==> src/rcmejk_pkg.sv <==
// Package for the RCM endoscope joint kinematics unit.
// Holds FSM states, the product microcode, and the CORDIC arctangent table.
// No dependencies.
`timescale 1ns / 1ps

package rcmejk_pkg;

    localparam int unsigned CORDIC_ITERS = 16;
    localparam logic [4:0]  LAST_STEP    = 5'd30;

    localparam logic signed [26:0] CORDIC_START = 27'sd10188014;
    localparam logic signed [16:0] HALF_PI_Q13  = 17'sd12868;
    localparam logic signed [16:0] PI_Q13       = 17'sd25736;
    localparam logic signed [17:0] ONE_Q14      = 18'sd16384;

    // Request codes
    localparam logic [1:0] REQ_ADD_YAW   = 2'd0;
    localparam logic [1:0] REQ_ADD_PITCH = 2'd1;
    localparam logic [1:0] REQ_ADD_INS   = 2'd2;
    localparam logic [1:0] REQ_SET_ALL   = 2'd3;

    // Config register indexes
    localparam logic [1:0] CFG_YAW_LIMIT   = 2'd0;
    localparam logic [1:0] CFG_PITCH_LIMIT = 2'd1;
    localparam logic [1:0] CFG_INS_MAX     = 2'd2;

    // Angle selection for the shared CORDIC
    localparam logic [1:0] ANG_YAW   = 2'd0;
    localparam logic [1:0] ANG_PITCH = 2'd1;
    localparam logic [1:0] ANG_ROLL  = 2'd2;

    typedef enum logic [2:0] {
        ST_IDLE,
        ST_CLOAD,
        ST_CITER,
        ST_CSTORE,
        ST_MUL,
        ST_FIN
    } state_t;

    typedef enum logic [2:0] {
        OP_SY,
        OP_CY,
        OP_SP,
        OP_CP,
        OP_SR,
        OP_CR,
        OP_PRD,
        OP_INS
    } opsel_t;

    typedef enum logic [2:0] {
        ACC_NOP,
        ACC_LD,
        ACC_LDN,
        ACC_ADD,
        ACC_SUB
    } accop_t;

    typedef enum logic [1:0] {
        WR_NONE,
        WR_POS28,
        WR_POS14,
        WR_ROT
    } wrop_t;

    // One microcode step: multiply a*b into the product register, apply
    // acc_op to the previous product, and write the old accumulator out.
    typedef struct packed {
        opsel_t     a_sel;
        opsel_t     b_sel;
        logic       b_one;   // b operand is 1.0 in Q1.14
        accop_t     acc_op;
        wrop_t      wr;
        logic [3:0] dst;
    } ustep_t;

    function automatic ustep_t mk(input opsel_t a, input opsel_t b, input logic one,
                                  input accop_t ac, input wrop_t w, input logic [3:0] d);
        ustep_t s;
        s.a_sel  = a;
        s.b_sel  = b;
        s.b_one  = one;
        s.acc_op = ac;
        s.wr     = w;
        s.dst    = d;
        return s;
    endfunction

    // Rotation result slots: row*3+col. Slot 3 (row 1 col 0) is sp directly.
    function automatic ustep_t ucode(input logic [4:0] step);
        ustep_t s;
        s = mk(OP_SY, OP_SY, 1'b0, ACC_NOP, WR_NONE, 4'd0);
        case (step)
            5'd0:  s = mk(OP_CP,  OP_SY,  1'b0, ACC_NOP, WR_NONE,  4'd0);
            5'd1:  s = mk(OP_PRD, OP_INS, 1'b0, ACC_NOP, WR_NONE,  4'd0);
            5'd2:  s = mk(OP_SP,  OP_INS, 1'b0, ACC_LD,  WR_NONE,  4'd0);
            5'd3:  s = mk(OP_CP,  OP_CY,  1'b0, ACC_LDN, WR_POS28, 4'd0);
            5'd4:  s = mk(OP_PRD, OP_INS, 1'b0, ACC_NOP, WR_POS14, 4'd1);
            5'd5:  s = mk(OP_CP,  OP_SY,  1'b0, ACC_LDN, WR_NONE,  4'd0);
            5'd6:  s = mk(OP_PRD, OP_SY,  1'b1, ACC_NOP, WR_POS28, 4'd2);
            5'd7:  s = mk(OP_CY,  OP_CR,  1'b0, ACC_LDN, WR_NONE,  4'd0);
            5'd8:  s = mk(OP_PRD, OP_SY,  1'b1, ACC_NOP, WR_ROT,   4'd0);
            5'd9:  s = mk(OP_SY,  OP_SP,  1'b0, ACC_LD,  WR_NONE,  4'd0);
            5'd10: s = mk(OP_PRD, OP_SR,  1'b0, ACC_NOP, WR_NONE,  4'd0);
            5'd11: s = mk(OP_CY,  OP_SR,  1'b0, ACC_SUB, WR_NONE,  4'd0);
            5'd12: s = mk(OP_PRD, OP_SY,  1'b1, ACC_NOP, WR_ROT,   4'd1);
            5'd13: s = mk(OP_CR,  OP_SY,  1'b0, ACC_LD,  WR_NONE,  4'd0);
            5'd14: s = mk(OP_PRD, OP_SP,  1'b0, ACC_NOP, WR_NONE,  4'd0);
            5'd15: s = mk(OP_CP,  OP_SR,  1'b0, ACC_ADD, WR_NONE,  4'd0);
            5'd16: s = mk(OP_PRD, OP_SY,  1'b1, ACC_NOP, WR_ROT,   4'd2);
            5'd17: s = mk(OP_CP,  OP_CR,  1'b0, ACC_LDN, WR_NONE,  4'd0);
            5'd18: s = mk(OP_PRD, OP_SY,  1'b1, ACC_NOP, WR_ROT,   4'd4);
            5'd19: s = mk(OP_CP,  OP_CY,  1'b0, ACC_LD,  WR_NONE,  4'd0);
            5'd20: s = mk(OP_PRD, OP_SY,  1'b1, ACC_NOP, WR_ROT,   4'd5);
            5'd21: s = mk(OP_SY,  OP_CR,  1'b0, ACC_LD,  WR_NONE,  4'd0);
            5'd22: s = mk(OP_PRD, OP_SY,  1'b1, ACC_NOP, WR_ROT,   4'd6);
            5'd23: s = mk(OP_CY,  OP_SP,  1'b0, ACC_LD,  WR_NONE,  4'd0);
            5'd24: s = mk(OP_PRD, OP_SR,  1'b0, ACC_NOP, WR_NONE,  4'd0);
            5'd25: s = mk(OP_SY,  OP_SR,  1'b0, ACC_ADD, WR_NONE,  4'd0);
            5'd26: s = mk(OP_PRD, OP_SY,  1'b1, ACC_NOP, WR_ROT,   4'd7);
            5'd27: s = mk(OP_CR,  OP_CY,  1'b0, ACC_LD,  WR_NONE,  4'd0);
            5'd28: s = mk(OP_PRD, OP_SP,  1'b0, ACC_NOP, WR_NONE,  4'd0);
            5'd29: s = mk(OP_SY,  OP_SY,  1'b0, ACC_SUB, WR_NONE,  4'd0);
            5'd30: s = mk(OP_SY,  OP_SY,  1'b0, ACC_NOP, WR_ROT,   4'd8);
            default: s = mk(OP_SY, OP_SY, 1'b0, ACC_NOP, WR_NONE, 4'd0);
        endcase
        return s;
    endfunction

    // atan(2^-i) in Q.16
    function automatic logic [15:0] atan_q16(input logic [3:0] i);
        logic [15:0] v;
        case (i)
            4'd0:  v = 16'd51472;
            4'd1:  v = 16'd30386;
            4'd2:  v = 16'd16055;
            4'd3:  v = 16'd8150;
            4'd4:  v = 16'd4091;
            4'd5:  v = 16'd2047;
            4'd6:  v = 16'd1024;
            4'd7:  v = 16'd512;
            4'd8:  v = 16'd256;
            4'd9:  v = 16'd128;
            4'd10: v = 16'd64;
            4'd11: v = 16'd32;
            4'd12: v = 16'd16;
            4'd13: v = 16'd8;
            4'd14: v = 16'd4;
            default: v = 16'd2;
        endcase
        return v;
    endfunction

endpackage

==> src/rcm_endoscope_joint_kinematics_unit.sv <==
// Top level of the RCM endoscope joint kinematics unit.
// A new input transaction is accepted only in idle, after the previous result has moved to the output register.
// The work is done by one shared CORDIC stage (3 angles in turn) and one
// shared multiplier stepping a 31-step microcode. Depends on rcmejk_pkg.
// Reset (rst_n, async low): joints zero, limits 1.5 rad / 1.5 rad / insertion 49152, no output.
`timescale 1ns / 1ps

module rcm_endoscope_joint_kinematics_unit
(
    input  logic               clk,
    input  logic               rst_n,
    // request channel
    input  logic               in_valid,
    output logic               in_stall,
    input  logic [1:0]         req_type,
    input  logic signed [15:0] delta,
    input  logic signed [15:0] set_yaw,
    input  logic signed [15:0] set_pitch,
    input  logic [15:0]        set_insertion,
    input  logic signed [15:0] set_roll,
    // result channel
    output logic               out_valid,
    input  logic               out_stall,
    output logic signed [16:0] pos_x,
    output logic signed [16:0] pos_y,
    output logic signed [16:0] pos_z,
    output logic signed [15:0] rot_00,
    output logic signed [15:0] rot_01,
    output logic signed [15:0] rot_02,
    output logic signed [15:0] rot_10,
    output logic signed [15:0] rot_11,
    output logic signed [15:0] rot_12,
    output logic signed [15:0] rot_20,
    output logic signed [15:0] rot_21,
    output logic signed [15:0] rot_22,
    // config write port
    input  logic               cfg_we,
    input  logic [1:0]         cfg_index,
    input  logic [15:0]        cfg_data
);

    // ---------------------------------------------------------------
    // Registers
    // ---------------------------------------------------------------
    rcmejk_pkg::state_t state_reg, state_next;

    logic [13:0] yaw_lim_reg, pitch_lim_reg;
    logic [15:0] ins_max_reg;

    // joint state
    logic signed [15:0] yaw_reg, yaw_next;
    logic signed [15:0] pitch_reg, pitch_next;
    logic [15:0]        ins_reg, ins_next;
    logic signed [15:0] roll_reg, roll_next;

    // CORDIC working set
    logic signed [26:0] cx_reg, cx_next;
    logic signed [26:0] cyv_reg, cyv_next;
    logic signed [19:0] cz_reg, cz_next;
    logic               neg_reg, neg_next;
    logic [3:0]         iter_reg, iter_next;
    logic [1:0]         ang_reg, ang_next;

    // sines and cosines, Q1.14
    logic signed [15:0] sy_reg, cy_reg, sp_reg, cp_reg, sr_reg, cr_reg;
    logic signed [15:0] sy_next, cy_next, sp_next, cp_next, sr_next, cr_next;

    // product engine
    logic [4:0]         step_reg, step_next;
    logic signed [50:0] prod_reg, prod_next;
    logic signed [51:0] acc_reg, acc_next;

    // results being built, and the output holding register
    logic signed [16:0] res_pos_reg [0:2];
    logic signed [15:0] res_rot_reg [0:8];
    logic signed [16:0] out_pos_reg [0:2];
    logic signed [15:0] out_rot_reg [0:8];
    logic               out_valid_reg, out_valid_next;

    logic in_acc, out_take, fin_load;

    assign in_stall = (state_reg != rcmejk_pkg::ST_IDLE);
    assign in_acc   = in_valid && !in_stall;
    assign out_take = out_valid_reg && !out_stall;
    // result moves to the output register once the old one is gone or leaving
    assign fin_load = (state_reg == rcmejk_pkg::ST_FIN) && (!out_valid_reg || !out_stall);

    // ---------------------------------------------------------------
    // Sequencer: next state
    // ---------------------------------------------------------------
    always_comb
    begin
        state_next = state_reg;
        unique case (state_reg)
            rcmejk_pkg::ST_IDLE:
                if (in_valid)
                    state_next = rcmejk_pkg::ST_CLOAD;
            rcmejk_pkg::ST_CLOAD:
                state_next = rcmejk_pkg::ST_CITER;
            rcmejk_pkg::ST_CITER:
                if (iter_reg == 4'(rcmejk_pkg::CORDIC_ITERS - 1))
                    state_next = rcmejk_pkg::ST_CSTORE;
            rcmejk_pkg::ST_CSTORE:
                if (ang_reg == rcmejk_pkg::ANG_ROLL)
                    state_next = rcmejk_pkg::ST_MUL;
                else
                    state_next = rcmejk_pkg::ST_CLOAD;
            rcmejk_pkg::ST_MUL:
                if (step_reg == rcmejk_pkg::LAST_STEP)
                    state_next = rcmejk_pkg::ST_FIN;
            rcmejk_pkg::ST_FIN:
                if (fin_load)
                    state_next = rcmejk_pkg::ST_IDLE;
            default:
                state_next = rcmejk_pkg::ST_IDLE;
        endcase
    end

    // ---------------------------------------------------------------
    // Joint update on an accepted transaction (add-and-clamp or set-all)
    // ---------------------------------------------------------------
    logic signed [16:0] yaw_sum, pitch_sum, yaw_src, pitch_src, roll_src;
    logic signed [16:0] yaw_lim_s, pitch_lim_s;
    logic signed [17:0] ins_sum, ins_src, ins_max_s;

    always_comb
    begin
        yaw_lim_s   = $signed({3'b000, yaw_lim_reg});
        pitch_lim_s = $signed({3'b000, pitch_lim_reg});
        ins_max_s   = $signed({2'b00, ins_max_reg});
        yaw_sum     = 17'(yaw_reg) + 17'(delta);
        pitch_sum   = 17'(pitch_reg) + 17'(delta);
        ins_sum     = $signed({2'b00, ins_reg}) + 18'(delta);

        yaw_src   = 17'(yaw_reg);
        pitch_src = 17'(pitch_reg);
        ins_src   = $signed({2'b00, ins_reg});
        roll_src  = 17'(roll_reg);
        unique case (req_type)
            rcmejk_pkg::REQ_ADD_YAW:   yaw_src = yaw_sum;
            rcmejk_pkg::REQ_ADD_PITCH: pitch_src = pitch_sum;
            rcmejk_pkg::REQ_ADD_INS:   ins_src = ins_sum;
            rcmejk_pkg::REQ_SET_ALL:
            begin
                yaw_src   = 17'(set_yaw);
                pitch_src = 17'(set_pitch);
                ins_src   = $signed({2'b00, set_insertion});
                roll_src  = 17'(set_roll);
            end
            default: ;
        endcase

        // untouched joints are already in range, except after a lowered limit,
        // so clamp only the ones this request changes
        yaw_next   = yaw_reg;
        pitch_next = pitch_reg;
        ins_next   = ins_reg;
        roll_next  = roll_reg;
        if (in_acc)
        begin
            if (req_type == rcmejk_pkg::REQ_ADD_YAW || req_type == rcmejk_pkg::REQ_SET_ALL)
            begin
                if (yaw_src > yaw_lim_s)
                    yaw_next = 16'(yaw_lim_s);
                else if (yaw_src < -yaw_lim_s)
                    yaw_next = 16'(-yaw_lim_s);
                else
                    yaw_next = 16'(yaw_src);
            end
            if (req_type == rcmejk_pkg::REQ_ADD_PITCH || req_type == rcmejk_pkg::REQ_SET_ALL)
            begin
                if (pitch_src > pitch_lim_s)
                    pitch_next = 16'(pitch_lim_s);
                else if (pitch_src < -pitch_lim_s)
                    pitch_next = 16'(-pitch_lim_s);
                else
                    pitch_next = 16'(pitch_src);
            end
            if (req_type == rcmejk_pkg::REQ_ADD_INS || req_type == rcmejk_pkg::REQ_SET_ALL)
            begin
                if (ins_src < 18'sd0)
                    ins_next = 16'd0;
                else if (ins_src > ins_max_s)
                    ins_next = ins_max_reg;
                else
                    ins_next = ins_src[15:0];
            end
            if (req_type == rcmejk_pkg::REQ_SET_ALL)
            begin
                if (roll_src > rcmejk_pkg::PI_Q13)
                    roll_next = 16'(rcmejk_pkg::PI_Q13);
                else if (roll_src < -rcmejk_pkg::PI_Q13)
                    roll_next = 16'(-rcmejk_pkg::PI_Q13);
                else
                    roll_next = 16'(roll_src);
            end
        end
    end

    // ---------------------------------------------------------------
    // Shared CORDIC: reduce into +-pi/2, 16 rotation steps, round and clamp
    // ---------------------------------------------------------------
    logic signed [16:0] ang_sel, ang_red;
    logic               ang_neg;
    logic signed [26:0] sh_x, sh_y;
    logic signed [19:0] at_step;
    logic signed [26:0] rx, ry;
    logic signed [16:0] cos_rnd, sin_rnd, cos_cl, sin_cl;
    logic signed [15:0] cos_fin, sin_fin;

    always_comb
    begin
        case (ang_reg)
            rcmejk_pkg::ANG_YAW:   ang_sel = 17'(yaw_reg);
            rcmejk_pkg::ANG_PITCH: ang_sel = 17'(pitch_reg);
            default:               ang_sel = 17'(roll_reg);
        endcase
        ang_neg = 1'b0;
        ang_red = ang_sel;
        if (ang_sel > rcmejk_pkg::HALF_PI_Q13)
        begin
            ang_red = ang_sel - rcmejk_pkg::PI_Q13;
            ang_neg = 1'b1;
        end
        else if (ang_sel < -rcmejk_pkg::HALF_PI_Q13)
        begin
            ang_red = ang_sel + rcmejk_pkg::PI_Q13;
            ang_neg = 1'b1;
        end

        sh_x    = cx_reg >>> iter_reg;
        sh_y    = cyv_reg >>> iter_reg;
        at_step = $signed({4'b0000, rcmejk_pkg::atan_q16(iter_reg)});

        rx      = cx_reg + 27'sd512;
        ry      = cyv_reg + 27'sd512;
        cos_rnd = 17'(rx >>> 10);
        sin_rnd = 17'(ry >>> 10);
        cos_cl  = cos_rnd;
        sin_cl  = sin_rnd;
        if (cos_rnd > 17'sd16384)
            cos_cl = 17'sd16384;
        else if (cos_rnd < -17'sd16384)
            cos_cl = -17'sd16384;
        if (sin_rnd > 17'sd16384)
            sin_cl = 17'sd16384;
        else if (sin_rnd < -17'sd16384)
            sin_cl = -17'sd16384;
        cos_fin = neg_reg ? 16'(-cos_cl) : 16'(cos_cl);
        sin_fin = neg_reg ? 16'(-sin_cl) : 16'(sin_cl);
    end

    // ---------------------------------------------------------------
    // Shared multiplier and accumulator driven by the microcode
    // ---------------------------------------------------------------
    rcmejk_pkg::ustep_t us;
    logic signed [32:0] mul_a;
    logic signed [17:0] mul_b;
    logic signed [51:0] prod_ext;
    logic signed [51:0] rnd28, rnd14;
    logic signed [23:0] q28, q14;
    logic signed [16:0] pos28_cl, pos14_cl;
    logic signed [15:0] rot_cl;

    function automatic logic signed [15:0] pick(input rcmejk_pkg::opsel_t s,
        input logic signed [15:0] a0, input logic signed [15:0] a1,
        input logic signed [15:0] a2, input logic signed [15:0] a3,
        input logic signed [15:0] a4, input logic signed [15:0] a5);
        logic signed [15:0] v;
        case (s)
            rcmejk_pkg::OP_SY: v = a0;
            rcmejk_pkg::OP_CY: v = a1;
            rcmejk_pkg::OP_SP: v = a2;
            rcmejk_pkg::OP_CP: v = a3;
            rcmejk_pkg::OP_SR: v = a4;
            default:           v = a5;
        endcase
        return v;
    endfunction

    always_comb
    begin
        us = rcmejk_pkg::ucode(step_reg);

        if (us.a_sel == rcmejk_pkg::OP_PRD)
            mul_a = prod_reg[32:0];
        else
            mul_a = 33'(pick(us.a_sel, sy_reg, cy_reg, sp_reg, cp_reg, sr_reg, cr_reg));

        if (us.b_one)
            mul_b = rcmejk_pkg::ONE_Q14;
        else if (us.b_sel == rcmejk_pkg::OP_INS)
            mul_b = $signed({2'b00, ins_reg});
        else
            mul_b = 18'(pick(us.b_sel, sy_reg, cy_reg, sp_reg, cp_reg, sr_reg, cr_reg));

        prod_ext = 52'(prod_reg);

        // round half up on the accumulator, then clamp per output kind
        rnd28 = acc_reg + 52'sd134217728;
        rnd14 = acc_reg + 52'sd8192;
        q28   = 24'(rnd28 >>> 28);
        q14   = 24'(rnd14 >>> 14);
        if (q28 > 24'sd65535)
            pos28_cl = 17'sd65535;
        else if (q28 < -24'sd65535)
            pos28_cl = -17'sd65535;
        else
            pos28_cl = 17'(q28);
        if (q14 > 24'sd65535)
            pos14_cl = 17'sd65535;
        else if (q14 < -24'sd65535)
            pos14_cl = -17'sd65535;
        else
            pos14_cl = 17'(q14);
        if (q28 > 24'sd16384)
            rot_cl = 16'sd16384;
        else if (q28 < -24'sd16384)
            rot_cl = -16'sd16384;
        else
            rot_cl = 16'(q28);
    end

    // ---------------------------------------------------------------
    // Datapath next values
    // ---------------------------------------------------------------
    always_comb
    begin
        cx_next   = cx_reg;
        cyv_next  = cyv_reg;
        cz_next   = cz_reg;
        neg_next  = neg_reg;
        iter_next = iter_reg;
        ang_next  = ang_reg;
        sy_next   = sy_reg;
        cy_next   = cy_reg;
        sp_next   = sp_reg;
        cp_next   = cp_reg;
        sr_next   = sr_reg;
        cr_next   = cr_reg;
        step_next = step_reg;
        prod_next = prod_reg;
        acc_next  = acc_reg;

        unique case (state_reg)
            rcmejk_pkg::ST_IDLE:
            begin
                ang_next  = rcmejk_pkg::ANG_YAW;
                step_next = 5'd0;
            end
            rcmejk_pkg::ST_CLOAD:
            begin
                cx_next   = rcmejk_pkg::CORDIC_START;
                cyv_next  = 27'sd0;
                cz_next   = 20'(ang_red) <<< 3;
                neg_next  = ang_neg;
                iter_next = 4'd0;
            end
            rcmejk_pkg::ST_CITER:
            begin
                if (!cz_reg[19])
                begin
                    cx_next  = cx_reg - sh_y;
                    cyv_next = cyv_reg + sh_x;
                    cz_next  = cz_reg - at_step;
                end
                else
                begin
                    cx_next  = cx_reg + sh_y;
                    cyv_next = cyv_reg - sh_x;
                    cz_next  = cz_reg + at_step;
                end
                iter_next = iter_reg + 4'd1;
            end
            rcmejk_pkg::ST_CSTORE:
            begin
                case (ang_reg)
                    rcmejk_pkg::ANG_YAW:
                    begin
                        sy_next = sin_fin;
                        cy_next = cos_fin;
                    end
                    rcmejk_pkg::ANG_PITCH:
                    begin
                        sp_next = sin_fin;
                        cp_next = cos_fin;
                    end
                    default:
                    begin
                        sr_next = sin_fin;
                        cr_next = cos_fin;
                    end
                endcase
                ang_next = ang_reg + 2'd1;
            end
            rcmejk_pkg::ST_MUL:
            begin
                prod_next = 51'(mul_a) * 51'(mul_b);
                case (us.acc_op)
                    rcmejk_pkg::ACC_LD:  acc_next = prod_ext;
                    rcmejk_pkg::ACC_LDN: acc_next = -prod_ext;
                    rcmejk_pkg::ACC_ADD: acc_next = acc_reg + prod_ext;
                    rcmejk_pkg::ACC_SUB: acc_next = acc_reg - prod_ext;
                    default:             acc_next = acc_reg;
                endcase
                step_next = step_reg + 5'd1;
            end
            rcmejk_pkg::ST_FIN: ;
            default: ;
        endcase
    end

    // output valid
    always_comb
    begin
        out_valid_next = out_valid_reg;
        if (out_take)
            out_valid_next = 1'b0;
        if (fin_load)
            out_valid_next = 1'b1;
    end

    // ---------------------------------------------------------------
    // Control registers
    // ---------------------------------------------------------------
    always_ff @(posedge clk or negedge rst_n)
    begin
        if (!rst_n)
        begin
            state_reg     <= rcmejk_pkg::ST_IDLE;
            out_valid_reg <= 1'b0;
            yaw_lim_reg   <= 14'd12288;
            pitch_lim_reg <= 14'd12288;
            ins_max_reg   <= 16'd49152;
            yaw_reg       <= '0;
            pitch_reg     <= '0;
            ins_reg       <= '0;
            roll_reg      <= '0;
            iter_reg      <= '0;
            ang_reg       <= '0;
            step_reg      <= '0;
        end
        else
        begin
            state_reg     <= state_next;
            out_valid_reg <= out_valid_next;
            yaw_reg       <= yaw_next;
            pitch_reg     <= pitch_next;
            ins_reg       <= ins_next;
            roll_reg      <= roll_next;
            iter_reg      <= iter_next;
            ang_reg       <= ang_next;
            step_reg      <= step_next;
            if (cfg_we)
            begin
                unique case (cfg_index)
                    rcmejk_pkg::CFG_YAW_LIMIT:   yaw_lim_reg   <= cfg_data[13:0];
                    rcmejk_pkg::CFG_PITCH_LIMIT: pitch_lim_reg <= cfg_data[13:0];
                    rcmejk_pkg::CFG_INS_MAX:     ins_max_reg   <= cfg_data;
                    default: ;
                endcase
            end
        end
    end

    // ---------------------------------------------------------------
    // Payload registers
    // ---------------------------------------------------------------
    always_ff @(posedge clk)
    begin
        cx_reg   <= cx_next;
        cyv_reg  <= cyv_next;
        cz_reg   <= cz_next;
        neg_reg  <= neg_next;
        sy_reg   <= sy_next;
        cy_reg   <= cy_next;
        sp_reg   <= sp_next;
        cp_reg   <= cp_next;
        sr_reg   <= sr_next;
        cr_reg   <= cr_next;
        prod_reg <= prod_next;
        acc_reg  <= acc_next;

        if (state_reg == rcmejk_pkg::ST_MUL)
        begin
            case (us.wr)
                rcmejk_pkg::WR_POS28: res_pos_reg[us.dst[1:0]] <= pos28_cl;
                rcmejk_pkg::WR_POS14: res_pos_reg[us.dst[1:0]] <= pos14_cl;
                rcmejk_pkg::WR_ROT:   res_rot_reg[us.dst]      <= rot_cl;
                default: ;
            endcase
        end
        if (state_reg == rcmejk_pkg::ST_CSTORE && ang_reg == rcmejk_pkg::ANG_PITCH)
            res_rot_reg[3] <= sin_fin;  // row 1 col 0 is sin(pitch) itself

        if (fin_load)
        begin
            out_pos_reg <= res_pos_reg;
            out_rot_reg <= res_rot_reg;
        end
    end

    assign out_valid = out_valid_reg;
    assign pos_x  = out_pos_reg[0];
    assign pos_y  = out_pos_reg[1];
    assign pos_z  = out_pos_reg[2];
    assign rot_00 = out_rot_reg[0];
    assign rot_01 = out_rot_reg[1];
    assign rot_02 = out_rot_reg[2];
    assign rot_10 = out_rot_reg[3];
    assign rot_11 = out_rot_reg[4];
    assign rot_12 = out_rot_reg[5];
    assign rot_20 = out_rot_reg[6];
    assign rot_21 = out_rot_reg[7];
    assign rot_22 = out_rot_reg[8];

endmodule
==> config.mk <==
export PLATFORM = sky130hd
export DESIGN_NAME = rcm_endoscope_joint_kinematics_unit
export DESIGN_NICKNAME = d
export VERILOG_FILES = /design/src/rcmejk_pkg.sv /design/src/rcm_endoscope_joint_kinematics_unit.sv
export SDC_FILE = /design/constraint.sdc
export NUM_CORES = 2
export LEC_CHECK = 0
export BUFFER_PORTS_ARGS = -buffer_cell sky130_fd_sc_hd__buf_4
export CAP_MARGIN = 30
export CORE_MARGIN = 2
export CORE_UTILIZATION = 65
export DETAILED_ROUTE_END_ITERATION = 10
export MAX_ROUTING_LAYER = met4
export PLACE_DENSITY_LB_ADDON = 0.15
export SLEW_MARGIN = 20
export SYNTH_ARGS = -nofsm -noshare
export SYNTH_HDL_FRONTEND = slang
export SYNTH_SLANG_ARGS = --single-unit
==> constraint.sdc <==
create_clock -name clk -period 27.5 [get_ports clk]
set_clock_uncertainty 0.05 [all_clocks]
set_input_delay 0 -clock clk [delete_from_list [all_inputs] [get_ports clk]]
set_output_delay 0 -clock clk [all_outputs]
set_load 0.02 [all_outputs]
* Word-level counts from Yosys, hierarchy flattened
Memories as Yosys holds them, arrays and structs flattened.
Index checks and enable logic that the tools add are counted.
** Storage, ports and cells
- Flip-flop bits (word level) :: 787
- Latch bits :: 0
- RAM bits :: 0
- Memory bits (read-only) :: 768
- Output and inout bits :: 197
- Word-level logic and storage cells :: 246
- Memories kept :: 2
** Memories
- (name not given) :: words 32, bits a word 16, rd ports 1, clocked after Yosys merged registers in 0, wr ports 0, RTL line rcmejk_pkg.sv:94 : case (step)
- (name not given) :: words 16, bits a word 16, rd ports 1, clocked after Yosys merged registers in 0, wr ports 0, RTL line rcmejk_pkg.sv:134 : case (i)
** Operators by class
- Add/sub/neg operators :: 25
- Multipliers :: 1
- Div/mod/pow operators :: 0
- $lt $le $gt $ge :: 24
- Equality and inequality tests :: 35
- Shift operators :: 2
- Mux-type cells :: 62
- Bitwise operators :: 3
- Reduce and logical (&&, ||, !) cells :: 44
** Operators with widths (count)
- $mux W16 :: 18
- $pmux W52 S4 :: 1
- $mux W96 :: 2
- $pmux W16 S5 :: 2
- $bwmux W144 :: 1
- $mux W17 :: 8
- $pmux W27 S2 :: 2
- $bwmux W51 :: 2
- $pmux W17 S2 :: 3
- $pmux W51 S2 :: 1
- $demux W16 S4 :: 1
- $add A27 B11 Y27 const B :: 2
- $add A27 B27 Y27 :: 2
- $mux W27 :: 2
- $sshr A27 B4 Y27 :: 2
- $sub A27 B27 Y27 :: 2
- $add A52 B29 Y52 const B :: 1
- $add A52 B51 Y52 :: 1
- $neg A51 Y52 :: 1
- $sub A52 B51 Y52 :: 1
- $gt A17 B16 Y1 const B :: 3
- $lt A17 B15 Y1 const B :: 3
- $mul A33 B18 Y51 :: 1
- $gt A24 B17 Y1 const B :: 2
- other kinds (59) :: 132

* Longest topological paths before layout
An unclocked memory read counts as a cell.
- Depth in word-level cells :: 10
- Mapped depth :: 41
- Mapped depth without buffers :: 37

* Least setup slack after synthesis
Ideal clock, no wire load.
- Path kind :: reg2reg
- Start point :: register state_reg[0]
- End point :: register out_pos_reg (netlist bit pos_x[0]), enable pin
- Library setup time :: 753 ps
- Data arrival time :: 8936 ps
- Required time :: 26697 ps
- Path slack :: 17762 ps
- Cell stages (with the launch flop) :: 5
- Path buffers :: 2
- Period minus slack after synthesis :: 9738 ps
- Cells stage by stage :: dfrtp_1 clkbuf_1 clkbuf_1 nand2_1 nor2_1
** Between the ends
- Word-level cells in the longest chain between the ends :: 2
** RTL lines
- from (decl) :: RTL line rcm_endoscope_joint_kinematics_unit.sv:45 : rcmejk_pkg::state_t state_reg, state_next;
- from (signal assigned) :: RTL line rcm_endoscope_joint_kinematics_unit.sv:430 : state_reg <= rcmejk_pkg::ST_IDLE;
- from (signal assigned) :: RTL line rcm_endoscope_joint_kinematics_unit.sv:445 : state_reg <= state_next;
- $eq A3 B3 Y1 :: RTL line rcm_endoscope_joint_kinematics_unit.sv:86 : assign fin_load = (state_reg == rcmejk_pkg::ST_FIN) && (!out_valid_reg || !out_stall);
- $logic_and A1 B1 Y1 :: RTL line rcm_endoscope_joint_kinematics_unit.sv:86
- net fin_load :: RTL line rcm_endoscope_joint_kinematics_unit.sv:80 : logic in_acc, out_take, fin_load;
- to (signal assigned) :: RTL line rcm_endoscope_joint_kinematics_unit.sv:498 : out_pos_reg <= res_pos_reg;
- to (decl) :: RTL line rcm_endoscope_joint_kinematics_unit.sv:76 : logic signed [16:0] out_pos_reg [0:2];
The timed path passes the listed nets, and every way through them passes these cells.
A chain may end at the register's enable or synchronous reset.

* Final worst setup path
- Start point :: register step_reg[0]
- End point :: register prod_reg[50], data pin
** Between the ends
- Word-level cells in the longest chain between the ends :: 6
- Elaborated cells on any way between the ends :: 19
- Those cells by class :: 1 x mul; 10 x eq/ne; 5 x mux; 2 x reduce/logical; 1 x memory
** RTL lines
- from (decl) :: RTL line rcm_endoscope_joint_kinematics_unit.sv:69 : logic [4:0] step_reg, step_next;
- from (signal assigned) :: RTL line rcm_endoscope_joint_kinematics_unit.sv:453 : step_reg <= step_next;
- $mem_v2 Z32 W16 (*)
- $eq A3 B3 Y1, or another cell as far along :: RTL line rcm_endoscope_joint_kinematics_unit.sv:270 : case (s)
- $pmux W16 S5 :: RTL line rcm_endoscope_joint_kinematics_unit.sv:270
- $mux W18 :: RTL line rcm_endoscope_joint_kinematics_unit.sv:292 : else if (us.b_sel == rcmejk_pkg::OP_INS)
- $mux W18 :: RTL line rcm_endoscope_joint_kinematics_unit.sv:290 : if (us.b_one)
- $mul A33 B18 Y51 (*) :: RTL line rcm_endoscope_joint_kinematics_unit.sv:398 : prod_next = 51'(mul_a) * 51'(mul_b);
- to (signal assigned) :: RTL line rcm_endoscope_joint_kinematics_unit.sv:481 : prod_reg <= prod_next;
- to (decl) :: RTL line rcm_endoscope_joint_kinematics_unit.sv:70 : logic signed [50:0] prod_reg, prod_next;
Mark *: on every way between the ends. The rest lies on a longest branch, timed or not.

==> results.txt <==
area share of the largest cell type after synthesis: 0.275
CTS sink count: 787
Syn-to-layout area delta: 10.5%
CP Capture Type: flip-flop
routed vias: 60200
buffer depth of the longest clock path: 3
global route total overflow: 0
vias in the first global route: 59100
DRT Pass-1 Iters: 7
Hold Crit Class: input pin to flip-flop
Slowest cell on crit path: and3_1
Post CTS Setup Buffer Count: 0
initial DRC count: 6495
Die Ht: 338 µm
syn_area_per_cell: 9.45 µm²
TNS Setup: 0 ns
sequential share of the synthesized area: 0.318
Synth Flop Type: edfxtp_1
area of the multi-input gates: 44800 µm²
clk_lat worst skew: 0.70 ns
Detailed Place HPWL: 164000 µm
H-tree depth: 3
Max Slew Vio Count: 0
Worst Path Max Fanout: 52
Post-Syn Nets: 8767
Crit Path Class: flip-flop to flip-flop
relative slew slack: 0.278
layout net count: 8950
share of cells above drive strength 1: 0.101
Final Critical Period: 11.69 ns
Critical Path Max Stage Delay: 0.78 ns
CTS buffer count: 84
fin crit share: 0.425
Synth area leaders: edfxtp_1 (28%), fa_1 (16%), ha_1 (7.1%)
initial antenna violation count: 1
CP required: 27.90 ns
crit start category: flip-flop
Synth Instances: 7672
num ports: 302
vias per inst: 6.40
crit-path most repeated cell: fa_1
Fin. Hold Viols: 0
Initial Utilization: 0.655
largest net degree at the start of global routing: 195
WL final: 221000 µm
Post-synth EDFFs: 664
num rows: 122
routability cong.: 1.00
Setup-failing EPs final: 0
top cells by count, synth: inv_1 (875), nand2_1 (818), nor2_1 (736), edfxtp_1 (664), fa_1 (576)
Buffers on Ports: 301
most frequent cell after synthesis: inv_1
maxcap violations: 0
Synth cell types: 101
GRT Total Usage: 0.400
DR WL/cell: 23.5 µm
Slew @ Worst Pin: 1.08 ns
drt drc: 0
f_max: 85.5 MHz
CTS tree: yes
RSZ-0062 raised after global routing: false
global-route wire length before repair: 339000 µm
post-synthesis register bit count: 787
Storage cell area: 23000 µm²
Placeable Area: 111000 µm²
die width: 338 µm
Async SR Flop Fraction: 0.156
clock slew at reported path FFs: 0.06 ns
Mapped Area: 72500 µm²
DRT antenna net count: 0
die area: 114000 µm²
fillers: 8220
CTS Root Cell: clkbuf_16
critical path arrival: 12.09 ns
max reg flops: 144
Ys Warns: 0
leading area contributor after synthesis: edfxtp_1
status: complete, no violations
-- through the flow --
stage               cells  worst slack, ns  hold WS, ns  area [µm²]  utilization
finish               9413            15.81       0.0363       80100        0.724
global route         9413            15.30       0.0534       80100        0.724
CTS                  9402            15.97       0.0128       80000        0.722
detailed placement   9168            16.05        0.142       76200        0.688
global placement     9157            16.12        0.136       76000        0.687
floorplan            7672            17.76       -0.346       72500            -
-- layout by cell type (no fill, tap or decap), types with 64 or more instances in the layout --
master / synthesis / layout
nor3_1: 121 / 120
xnor2_1: 241 / 241
edfxtp_1: 664 / 664
fa_1: 576 / 576
a21oi_1: 454 / 450
dfrtp_1: 117 / 114
xor2_1: 190 / 190
inv_1: 875 / 872
and2_1: 69 / 70
mux4_2: 64 / 64
o22ai_1: 68 / 65
mux2_2: 65 / 65
ha_1: 414 / 413
a22oi_1: 79 / 78
nor2b_1: 79 / 79
nand2b_1: 79 / 79
buf_4: 1 / 405
nand3_1: 136 / 136
nand2_1: 818 / 817
nor2_1: 736 / 726
dlygate4sd3_1: 0 / 78
clkbuf_16: 0 / 84
o21ai_0: 360 / 358
mux2i_1: 106 / 105
a21o_1: 132 / 132
-- cells by family (layout without fill, tap and decap cells) --
logic type / count (synthesis) / in the layout / synth area share
DFF: 787 / 787 / 0.318
AOI/OAI and AO/OA: 1615 / 1615 / 0.141
adders and majority gates: 990 / 990 / 0.231
muxes: 236 / 236 / 0.0448
and+or+nand+nor: 2332 / 2332 / 0.146
xor gates and xnor gates: 431 / 431 / 0.0521
buffers and inverters: 1281 / 1533 / 0.0676
other: 0 / 1 / 0
-- worst max-delay path, delay by kind of cell (launching register included) --
family | cells | cell delay, ns
adder cells (fa/ha/maj) | 8 | 3.76
flip-flops | 1 | 0.63
AO/OA/AOI/OAI | 14 | 3.62
AND/OR/NAND/NOR | 6 | 1.73
buffers and inverters | 8 | 1.50
XOR/XNOR | 1 | 0.14
-- final timing paths --
kind | startpoint | to | slack, ns | cells after the start
min in group asynchronous | rst_n | yaw_reg[6] | 0.33 | 3
min | set_pitch[8] | pitch_reg[8] | 0.04 | 6
min reg2reg | res_rot_reg[72] | rot_11[8] | 0.36 | 0
max reg2reg | step_reg[0] | prod_reg[50] | 15.81 | 37
max in group asynchronous | rst_n | pitch_reg[9] | 25.97 | 4
max | step_reg[0] | prod_reg[50] | 15.81 | 37
-- area by class of cell --
type,count,area share
antenna,1,0.0000313
clock buffer,103,0.0278
clock inverter,52,0.00930
inverter,878,0.0412
multi-input combinational,5604,0.560
sequential,787,0.288
tap,1488,0.0233
timing repair buffer,500,0.0510
-- metal layers --
layer / wire, µm / part of all wire / GRT usage
met4: 14300 / 0.065 / 0.211
met1: 82800 / 0.37 / 0.500
met2: 102000 / 0.46 / 0.626
met3: 21300 / 0.096 / 0.0683
met5: 0 / 0 / -
-- what timing repair did --
item,4_1_cts,5_1_grt
hold buffers,79,0
endpoints found under the hold margin,168,0
setup endpoints to repair,0,0
resized for setup,0,0
Power is not shown: default switching activity piles up to over one toggle a cycle in this logic, so the estimate is an artifact.
